==> src/hw/rtl/sdq_pkg.sv <==
`default_nettype none

package sdq_pkg;

  // Default sizes handed to the top level.
  localparam int QUEUE_DEPTH_DEF = 16;
  localparam int TIME_BITS_DEF   = 32;

  // Fixed field widths of the request and result streams.
  localparam int ID_BITS     = 8;
  localparam int STATUS_BITS = 2;
  localparam int IN_TIME_BITS = 32;

  // Request kinds.
  localparam logic CMD_ADD  = 1'b0;
  localparam logic CMD_TICK = 1'b1;

  // Result kinds.
  localparam logic KIND_STATUS = 1'b0;
  localparam logic KIND_WOKEN  = 1'b1;

  // Add status codes.
  localparam logic [STATUS_BITS-1:0] ST_ACCEPTED = 2'd0;
  localparam logic [STATUS_BITS-1:0] ST_IGNORED  = 2'd1;
  localparam logic [STATUS_BITS-1:0] ST_FULL     = 2'd2;

  // Operation broadcast to every cell of the chain.
  typedef enum logic [1:0] {
    OP_HOLD   = 2'd0,
    OP_INSERT = 2'd1,
    OP_DEC    = 2'd2,
    OP_POP    = 2'd3
  } cell_op_t;

  typedef struct packed {
    cell_op_t           op;
    logic [ID_BITS-1:0] new_id;
  } sdq_ctrl_t;

endpackage

`default_nettype wire

==> src/hw/rtl/sdq_cell.sv <==
`default_nettype none

module sdq_cell
  import sdq_pkg::*;
#(
  parameter int QUEUE_DEPTH = QUEUE_DEPTH_DEF,
  parameter int TIME_BITS   = TIME_BITS_DEF,
  parameter int INDEX       = 0
) (
  input  wire logic                           clk,
  input  wire sdq_ctrl_t                      ctrl,
  input  wire logic [$clog2(QUEUE_DEPTH+1)-1:0] pos,
  input  wire logic [TIME_BITS-1:0]           rem,
  input  wire logic [TIME_BITS-1:0]           left_delta,
  input  wire logic [ID_BITS-1:0]             left_id,
  input  wire logic [TIME_BITS-1:0]           right_delta,
  input  wire logic [ID_BITS-1:0]             right_id,
  output logic      [TIME_BITS-1:0]           delta,
  output logic      [ID_BITS-1:0]             id
);

  localparam int IW = $clog2(QUEUE_DEPTH + 1);
  localparam logic [IW-1:0] IDX = IW'(INDEX);

  logic tok;
  logic tok_left;
  logic behind;

  // The insertion point is the cell whose index equals pos; cells behind it
  // take their left neighbour's entry.
  assign tok    = (pos == IDX);
  assign behind = (IDX > pos);

  generate
    if (INDEX > 0) begin : g_left
      assign tok_left = (pos == IW'(INDEX - 1));
    end else begin : g_first
      assign tok_left = 1'b0;
    end
  endgenerate

  always_ff @(posedge clk) begin
    case (ctrl.op)
      OP_INSERT: begin
        if (tok) begin
          delta <= rem;
          id    <= ctrl.new_id;
        end else if (behind) begin
          // The entry displaced from the insertion point loses the new delay.
          delta <= tok_left ? (left_delta - rem) : left_delta;
          id    <= left_id;
        end
      end
      OP_DEC: begin
        if (INDEX == 0 && delta != '0) begin
          delta <= delta - TIME_BITS'(1);
        end
      end
      OP_POP: begin
        delta <= right_delta;
        id    <= right_id;
      end
      default: begin
      end
    endcase
  end

endmodule

`default_nettype wire

==> src/hw/rtl/sleep_delta_queue_top.sv <==
// One request at a time, paced by the insert token walking one cell a cycle: an add walks
// from the head until it finds its place, then inserts and answers; an ignored or refused
// add answers without walking; a tick decrements the head entry, then reports each due
// entry in turn. The next request is taken only once the last is done, and a stall on the
// result side holds the block. Reset (rst, synchronous, active high) empties the queue.
`default_nettype none

module sleep_delta_queue_top
  import sdq_pkg::*;
#(
  parameter int QUEUE_DEPTH = QUEUE_DEPTH_DEF,
  parameter int TIME_BITS   = TIME_BITS_DEF
) (
  input  wire logic        clk,
  input  wire logic        rst,
  // Request stream.
  input  wire logic        s_axis_tvalid,
  output logic             s_axis_tready,
  input  wire logic [39:0] s_axis_tdata,  // thread_id [7:0], sleep_time [39:8]
  input  wire logic        s_axis_tuser,  // cmd
  // Result stream.
  output logic             m_axis_tvalid,
  input  wire logic        m_axis_tready,
  output logic [15:0]      m_axis_tdata,  // woken_id [7:0], status [9:8], zero [15:10]
  output logic             m_axis_tuser,  // result_kind
  output logic             m_axis_tlast   // last
);

  localparam int IW = $clog2(QUEUE_DEPTH + 1);
  localparam logic [IW-1:0] DEPTH_IDX = IW'(QUEUE_DEPTH);
  localparam int NEXT_IDX = (QUEUE_DEPTH > 1) ? 1 : 0;

  // Controller states, one-hot.
  typedef enum logic [4:0] {
    S_IDLE = 5'b00001,
    S_ADD  = 5'b00010,
    S_WALK = 5'b00100,
    S_TICK = 5'b01000,
    S_REL  = 5'b10000
  } state_t;

  state_t state;
  state_t state_next;

  // The chain of cells holds the entries in wake order, slot 0 at the head.
  // Only slots below occ hold live entries; the rest never decide any result.
  logic [TIME_BITS-1:0] delta_q [QUEUE_DEPTH];
  logic [ID_BITS-1:0]   id_q    [QUEUE_DEPTH];

  logic [IW-1:0]        occ;
  logic [IW-1:0]        pos;
  logic [TIME_BITS-1:0] rem;
  logic [ID_BITS-1:0]   new_id;
  sdq_ctrl_t            ctrl;

  // Output register: one finished result waits here until it is taken.
  logic                   out_valid;
  logic                   out_kind;
  logic [ID_BITS-1:0]     out_id;
  logic [STATUS_BITS-1:0] out_status;
  logic                   out_last;

  logic                   emit;
  logic                   emit_kind;
  logic [ID_BITS-1:0]     emit_id;
  logic [STATUS_BITS-1:0] emit_status;
  logic                   emit_last;
  logic                   can_emit;

  logic [TIME_BITS-1:0] t_sat;
  logic [TIME_BITS-1:0] sel_delta;
  logic                 at_end;
  logic                 hit;
  logic                 head_zero;
  logic                 next_zero;
  logic                 accept;

  assign accept        = s_axis_tvalid && s_axis_tready;
  assign s_axis_tready = (state == S_IDLE);
  assign can_emit      = !out_valid || m_axis_tready;

  // A sleep time beyond the delta width saturates to the largest delta.
  generate
    if (TIME_BITS >= IN_TIME_BITS) begin : g_wide
      assign t_sat = TIME_BITS'(s_axis_tdata[39:8]);
    end else begin : g_narrow
      assign t_sat = (|s_axis_tdata[39:8+TIME_BITS]) ? {TIME_BITS{1'b1}}
                                                     : s_axis_tdata[8+TIME_BITS-1:8];
    end
  endgenerate

  // Delta of the cell the insert token currently sits on.
  always_comb begin
    sel_delta = '0;
    for (int i = 0; i < QUEUE_DEPTH; i++) begin
      if (pos == IW'(i)) begin
        sel_delta = delta_q[i];
      end
    end
  end

  // The new entry goes ahead of the first entry whose total wake time is at
  // least the requested one, which is the case once the remaining delay is no
  // larger than that entry's delta.
  assign at_end    = (pos == occ);
  assign hit       = (rem <= sel_delta);
  assign head_zero = (occ != '0) && (delta_q[0] == '0);
  assign next_zero = (occ > IW'(1)) && (delta_q[NEXT_IDX] == '0);

  always_comb begin
    state_next  = state;
    ctrl.op     = OP_HOLD;
    ctrl.new_id = new_id;
    emit        = 1'b0;
    emit_kind   = KIND_STATUS;
    emit_id     = '0;
    emit_status = ST_ACCEPTED;
    emit_last   = 1'b1;
    case (state)
      S_IDLE: begin
        if (accept) begin
          state_next = (s_axis_tuser == CMD_TICK) ? S_TICK : S_ADD;
        end
      end
      S_ADD: begin
        if (rem == '0) begin
          if (can_emit) begin
            emit        = 1'b1;
            emit_status = ST_IGNORED;
            state_next  = S_IDLE;
          end
        end else if (occ == DEPTH_IDX) begin
          if (can_emit) begin
            emit        = 1'b1;
            emit_status = ST_FULL;
            state_next  = S_IDLE;
          end
        end else begin
          state_next = S_WALK;
        end
      end
      S_WALK: begin
        if (at_end || hit) begin
          if (can_emit) begin
            ctrl.op     = OP_INSERT;
            emit        = 1'b1;
            emit_status = ST_ACCEPTED;
            state_next  = S_IDLE;
          end
        end
      end
      S_TICK: begin
        ctrl.op    = OP_DEC;
        state_next = S_REL;
      end
      S_REL: begin
        if (!head_zero) begin
          state_next = S_IDLE;
        end else if (can_emit) begin
          ctrl.op   = OP_POP;
          emit      = 1'b1;
          emit_kind = KIND_WOKEN;
          emit_id   = id_q[0];
          emit_last = !next_zero;
          if (!next_zero) begin
            state_next = S_IDLE;
          end
        end
      end
      default: begin
        state_next = S_IDLE;
      end
    endcase
  end

  always_ff @(posedge clk) begin
    if (rst) begin
      state     <= S_IDLE;
      occ       <= '0;
      out_valid <= 1'b0;
    end else begin
      state <= state_next;
      if (ctrl.op == OP_INSERT) begin
        occ <= occ + IW'(1);
      end else if (ctrl.op == OP_POP) begin
        occ <= occ - IW'(1);
      end
      if (emit) begin
        out_valid <= 1'b1;
      end else if (m_axis_tready) begin
        out_valid <= 1'b0;
      end
    end
  end

  // Request capture, the walking insert token and the output result fields.
  always_ff @(posedge clk) begin
    if (accept) begin
      new_id <= s_axis_tdata[7:0];
      rem    <= t_sat;
      pos    <= '0;
    end else if (state == S_WALK && !(at_end || hit)) begin
      rem <= rem - sel_delta;
      pos <= pos + IW'(1);
    end
    if (emit) begin
      out_kind   <= emit_kind;
      out_id     <= emit_id;
      out_status <= emit_status;
      out_last   <= emit_last;
    end
  end

  generate
    for (genvar k = 0; k < QUEUE_DEPTH; k++) begin : g_cell
      localparam int L = (k > 0) ? k - 1 : k;
      localparam int R = (k < QUEUE_DEPTH - 1) ? k + 1 : k;
      sdq_cell #(
        .QUEUE_DEPTH (QUEUE_DEPTH),
        .TIME_BITS   (TIME_BITS),
        .INDEX       (k)
      ) u_cell (
        .clk         (clk),
        .ctrl        (ctrl),
        .pos         (pos),
        .rem         (rem),
        .left_delta  (delta_q[L]),
        .left_id     (id_q[L]),
        .right_delta (delta_q[R]),
        .right_id    (id_q[R]),
        .delta       (delta_q[k]),
        .id          (id_q[k])
      );
    end
  endgenerate

  assign m_axis_tvalid = out_valid;
  assign m_axis_tdata  = {6'd0, out_status, out_id};
  assign m_axis_tuser  = out_kind;
  assign m_axis_tlast  = out_last;

`ifndef SYNTHESIS
  a_occ_bound: assert property (@(posedge clk) disable iff (rst)
    occ <= DEPTH_IDX)
    else $error("queue occupancy beyond depth");

  a_walk_range: assert property (@(posedge clk) disable iff (rst)
    (state == S_WALK) |-> (pos <= occ) && (occ < DEPTH_IDX))
    else $error("insert token outside the live entries or queue full");

  a_insert_count: assert property (@(posedge clk) disable iff (rst)
    (ctrl.op == OP_INSERT) |=> (occ == $past(occ) + IW'(1)))
    else $error("insert did not grow the queue by one");

  a_pop_head: assert property (@(posedge clk) disable iff (rst)
    (ctrl.op == OP_POP) |-> (occ != '0) && (delta_q[0] == '0) && emit)
    else $error("release of a head entry that is not due");

  a_release_end: assert property (@(posedge clk) disable iff (rst)
    (state == S_REL && emit && emit_last) |=> (state == S_IDLE))
    else $error("release run continued after its last report");
`endif

endmodule

`default_nettype wire

==> config.mk <==
export PLATFORM = sky130hd
export DESIGN_NAME = sleep_delta_queue_top
export DESIGN_NICKNAME = d
export VERILOG_FILES = /design/src/hw/rtl/sdq_pkg.sv /design/src/hw/rtl/sdq_cell.sv /design/src/hw/rtl/sleep_delta_queue_top.sv
export SDC_FILE = /design/constraint.sdc
export NUM_CORES = 2
export LEC_CHECK = 0
export ABC_CLOCK_PERIOD_IN_PS = 23600
export BUFFER_PORTS_ARGS = -buffer_cell sky130_fd_sc_hd__buf_2
export CORE_AREA = 2 2 410 412
export CTS_CLUSTER_SIZE = 24
export DETAILED_ROUTE_END_ITERATION = 16
export DIE_AREA = 0 0 412 414
export PLACE_DENSITY = 0.54
export SLEW_MARGIN = 0
export SYNTH_ARGS = -nofsm -noshare
export SYNTH_HDL_FRONTEND = slang
export SYNTH_SLANG_ARGS = --single-unit
==> constraint.sdc <==
create_clock -name clk -period 23.6 [get_ports clk]
set_input_delay 1.18 -clock clk [delete_from_list [all_inputs] [get_ports clk]]
set_output_delay 1.18 -clock clk [all_outputs]
set_load 0.1 [all_outputs]
==> results.py <==
metrics = {
    "placed_design": {
        "numPortBuffers": 58,
        "place_ws_ns": 13.78,
        "gp_congestion": 0.982,
        "hpwlAfterDp_mm": 192,
        "place_area_mm2": 0.0687,
    },
    "sta": {
        "rsz0062_at_grt": "no",
        "relSlewSlack": 0.123,
        "tightest_slew_ns": 1.31,
        "skew_ns": 0.0313,
        "slew_viol_final": 0,
        "post-route-min-period_ns": 10.08,
        "hold_violations": 0,
        "min_period_over_period": 0.427,
        "setup_violations": 0,
        "fin_ws_ns": 13.52,
        "fin_tns_setup_ns": 0,
        "fmax_ghz": 0.0992,
    },
    "final_layout": {
        "areaGrowthSynthToFinish_pct": 8.57,
        "regArea_mm2": 0.0211,
        "post-route-util": 0.431,
        "fillers": 16600,
        "final_area_mm2": 0.0717,
        "mostFrequentLayoutCell": "o21ai_0",
        "multi_input_area_mm2": 0.0427,
        "drive_gt1_frac": 0.0575,
        "final_cell_mix": "o21ai_0, nand2_1, a21oi_1",
        "num-nets-final": 8474,
    },
    "setup_path": {
        "crit_top_cell": "a21oi_1",
        "crit_path_start_kind": "flip-flop",
        "end_kind": "flip-flop",
        "critical_path_required_ns": 23.93,
        "crit_type": "reg2reg",
        "crit_arrival_ns": 10.41,
        "slowest_stage": "nand2b_2",
        "max_stage_delay_ns": 0.75,
        "cp_max_fo": 48,
    },
    "pwr": {
        "p_total_mw": 6.49,
        "ir_drop_mv": 0.0648,
        "leakagePower_nw": 27.4,
        "p_per_area_mw_per_mm2": 90.5,
    },
    "run_status": {
        "status": "finished clean",
    },
    "logic_synthesis": {
        "synth_seq_cells": 708,
        "yosys.area_share.simple": 0.156,
        "synth_xor_area_frac": 0.0545,
        "synth_cell_types": 97,
        "ys.flop_type": "edfxtp_1",
        "ys_warn_count": 0,
        "synth_top_family_by_area": "compound AO/OA/AOI/OAI gates",
        "synthMuxAreaShare": 0.0212,
        "avgSynthCellArea_um2": 8.13,
        "synth_edf_count": 692,
        "ys_seq_area_frac": 0.320,
        "syn_area_mm2": 0.0660,
        "async_flop_share": 0,
        "synth_top_area_share": 0.315,
        "synth_area_leader_cell": "edfxtp_1",
        "netlist_instances": 8121,
        "synthAdderAreaFrac": 0.100,
        "ys_top_cells_by_area": "edfxtp_1, ha_1, o21ai_0",
        "synth_compound_area_frac": 0.308,
    },
    "floorplan": {
        "core_area_mm2": 0.166,
        "placementRows": 150,
        "die_w_um": 412,
        "fp.dieArea_mm2": 0.171,
        "die_h_um": 414,
        "io_pins": 65,
        "start_util": 0.397,
    },
    "global_route": {
        "grt_max_degree": 124,
        "grt_pass1_wl_mm": 390,
        "overflow": 0,
        "grt_pass1_vias": 60400,
        "track_usage": 0.298,
        "antenna_found_initial": 5,
    },
    "cts": {
        "cts_tree": "done",
        "cts-resized-gates": 0,
        "clk_path_buf_depth": 3,
        "numCtsBuffers": 94,
        "post_cts_buffers": 0,
        "clock_sinks": 708,
        "root_buffer": "clkbuf_16",
        "ctsHoldBuffers": 0,
        "clk_latency_ns": 0.73,
        "clk_pin_slew_ns": 0.06,
        "htree_levels": 3,
    },
    "route": {
        "wl_mm": 264,
        "vias": 64900,
        "vias_per_cell": 6.37,
        "drcViolationCount": 0,
        "ant_nets": 0,
        "drtPass1Iterations": 7,
        "drt-wirelength-per-cell_um": 26.0,
        "dr_wl_met3_mm": 23.9,
        "first_iter_violations": 8180,
        "wl_met1_mm": 119,
        "top_layer": "met5",
        "wl_met2_mm": 112,
    },
    "run": {
        "maxCapViolations": 0,
    },
    "min_path": {
        "min_path_type": "reg2reg",
    },
}
## synthesized netlist by cell type, drive strengths merged (132+ instances only)
master	n
a21o	206
ha	504
xnor2	212
inv	145
nor2	598
a211oi	141
mux2i	132
clkbuf	457
o211ai	275
nand2	1007
a21oi	906
xor2	199
edfxtp	692
o21ai	1160
## path summary, 6_finish.rpt
check	end	depth (start not counted)	start	slack [ns]
setup / recovery	g_cell[0].u_cell.delta[0]	28	pos[1]	13.52
hold / removal	g_cell[15].u_cell.id[4]	2	g_cell[14].u_cell.id[4]	0.54
setup reg to reg	g_cell[0].u_cell.delta[0]	28	pos[1]	13.52
hold reg to reg	g_cell[15].u_cell.id[4]	2	g_cell[14].u_cell.id[4]	0.54
## flip-flops by register name, indices dropped and copies added, names as in the netlist
signal               cells
new_id                   8
pos                      5
g_cell.u_cell.id       128
m_axis_tuser             1
state                    5
out_id                   8
occ                      5
out_status               2
rem                     32
m_axis_tlast             1
g_cell.u_cell.delta    512
m_axis_tvalid            1
## layout make-up
| class | count | area share |
|---|---|---|
| antenna | 3 | 0.000105 |
| clock buffer | 116 | 0.0349 |
| clock inverter | 53 | 0.00682 |
| inverter | 146 | 0.00775 |
| multi-input combinational | 6732 | 0.596 |
| sequential | 708 | 0.294 |
| tap | 2204 | 0.0385 |
| timing repair buffer | 227 | 0.0219 |
## critical path, delay by kind of cell (launching register included)
kind	cells	cell delay, ns
simple gates	5	2.22
buf+inv	4	1.09
flops	1	0.46
fa+ha+maj	3	1.17
compound gates	16	4.67
## routing by layer
metal,global-route usage,up-vias
met3,0.0392,376
met5,0,-
met4,0.0893,4
li1,-,30100
met2,0.443,3124
met1,0.444,31400
## cell families (layout without fill, tap and decap cells)
logic type      count (synthesis)  count (layout)
fa+ha+maj                     520             520
buf+inv                       686             542
other cells                     1               9
compound gates               3339            3339
simple gates                 2317            2317
xor+xnor                      411             411
mux                           139             139
flops                         708             708
## metrics by stage
step / hold WS, ns / instances
finish: 0.542 / 10200
global route: 0.564 / 10200
global placement: 0.528 / 10000
detailed placement: 0.536 / 10000
CTS: 0.555 / 10200
floorplan: 0.517 / 8126
## report_power, final
part	internal (mW)	total (mW)	switching, mW
sequential	1.45	1.50	0.0504
combinational	1.33	3.53	2.20
clock	0.826	1.46	0.634
No activity file was read; power rests on OpenSTA's default activity.
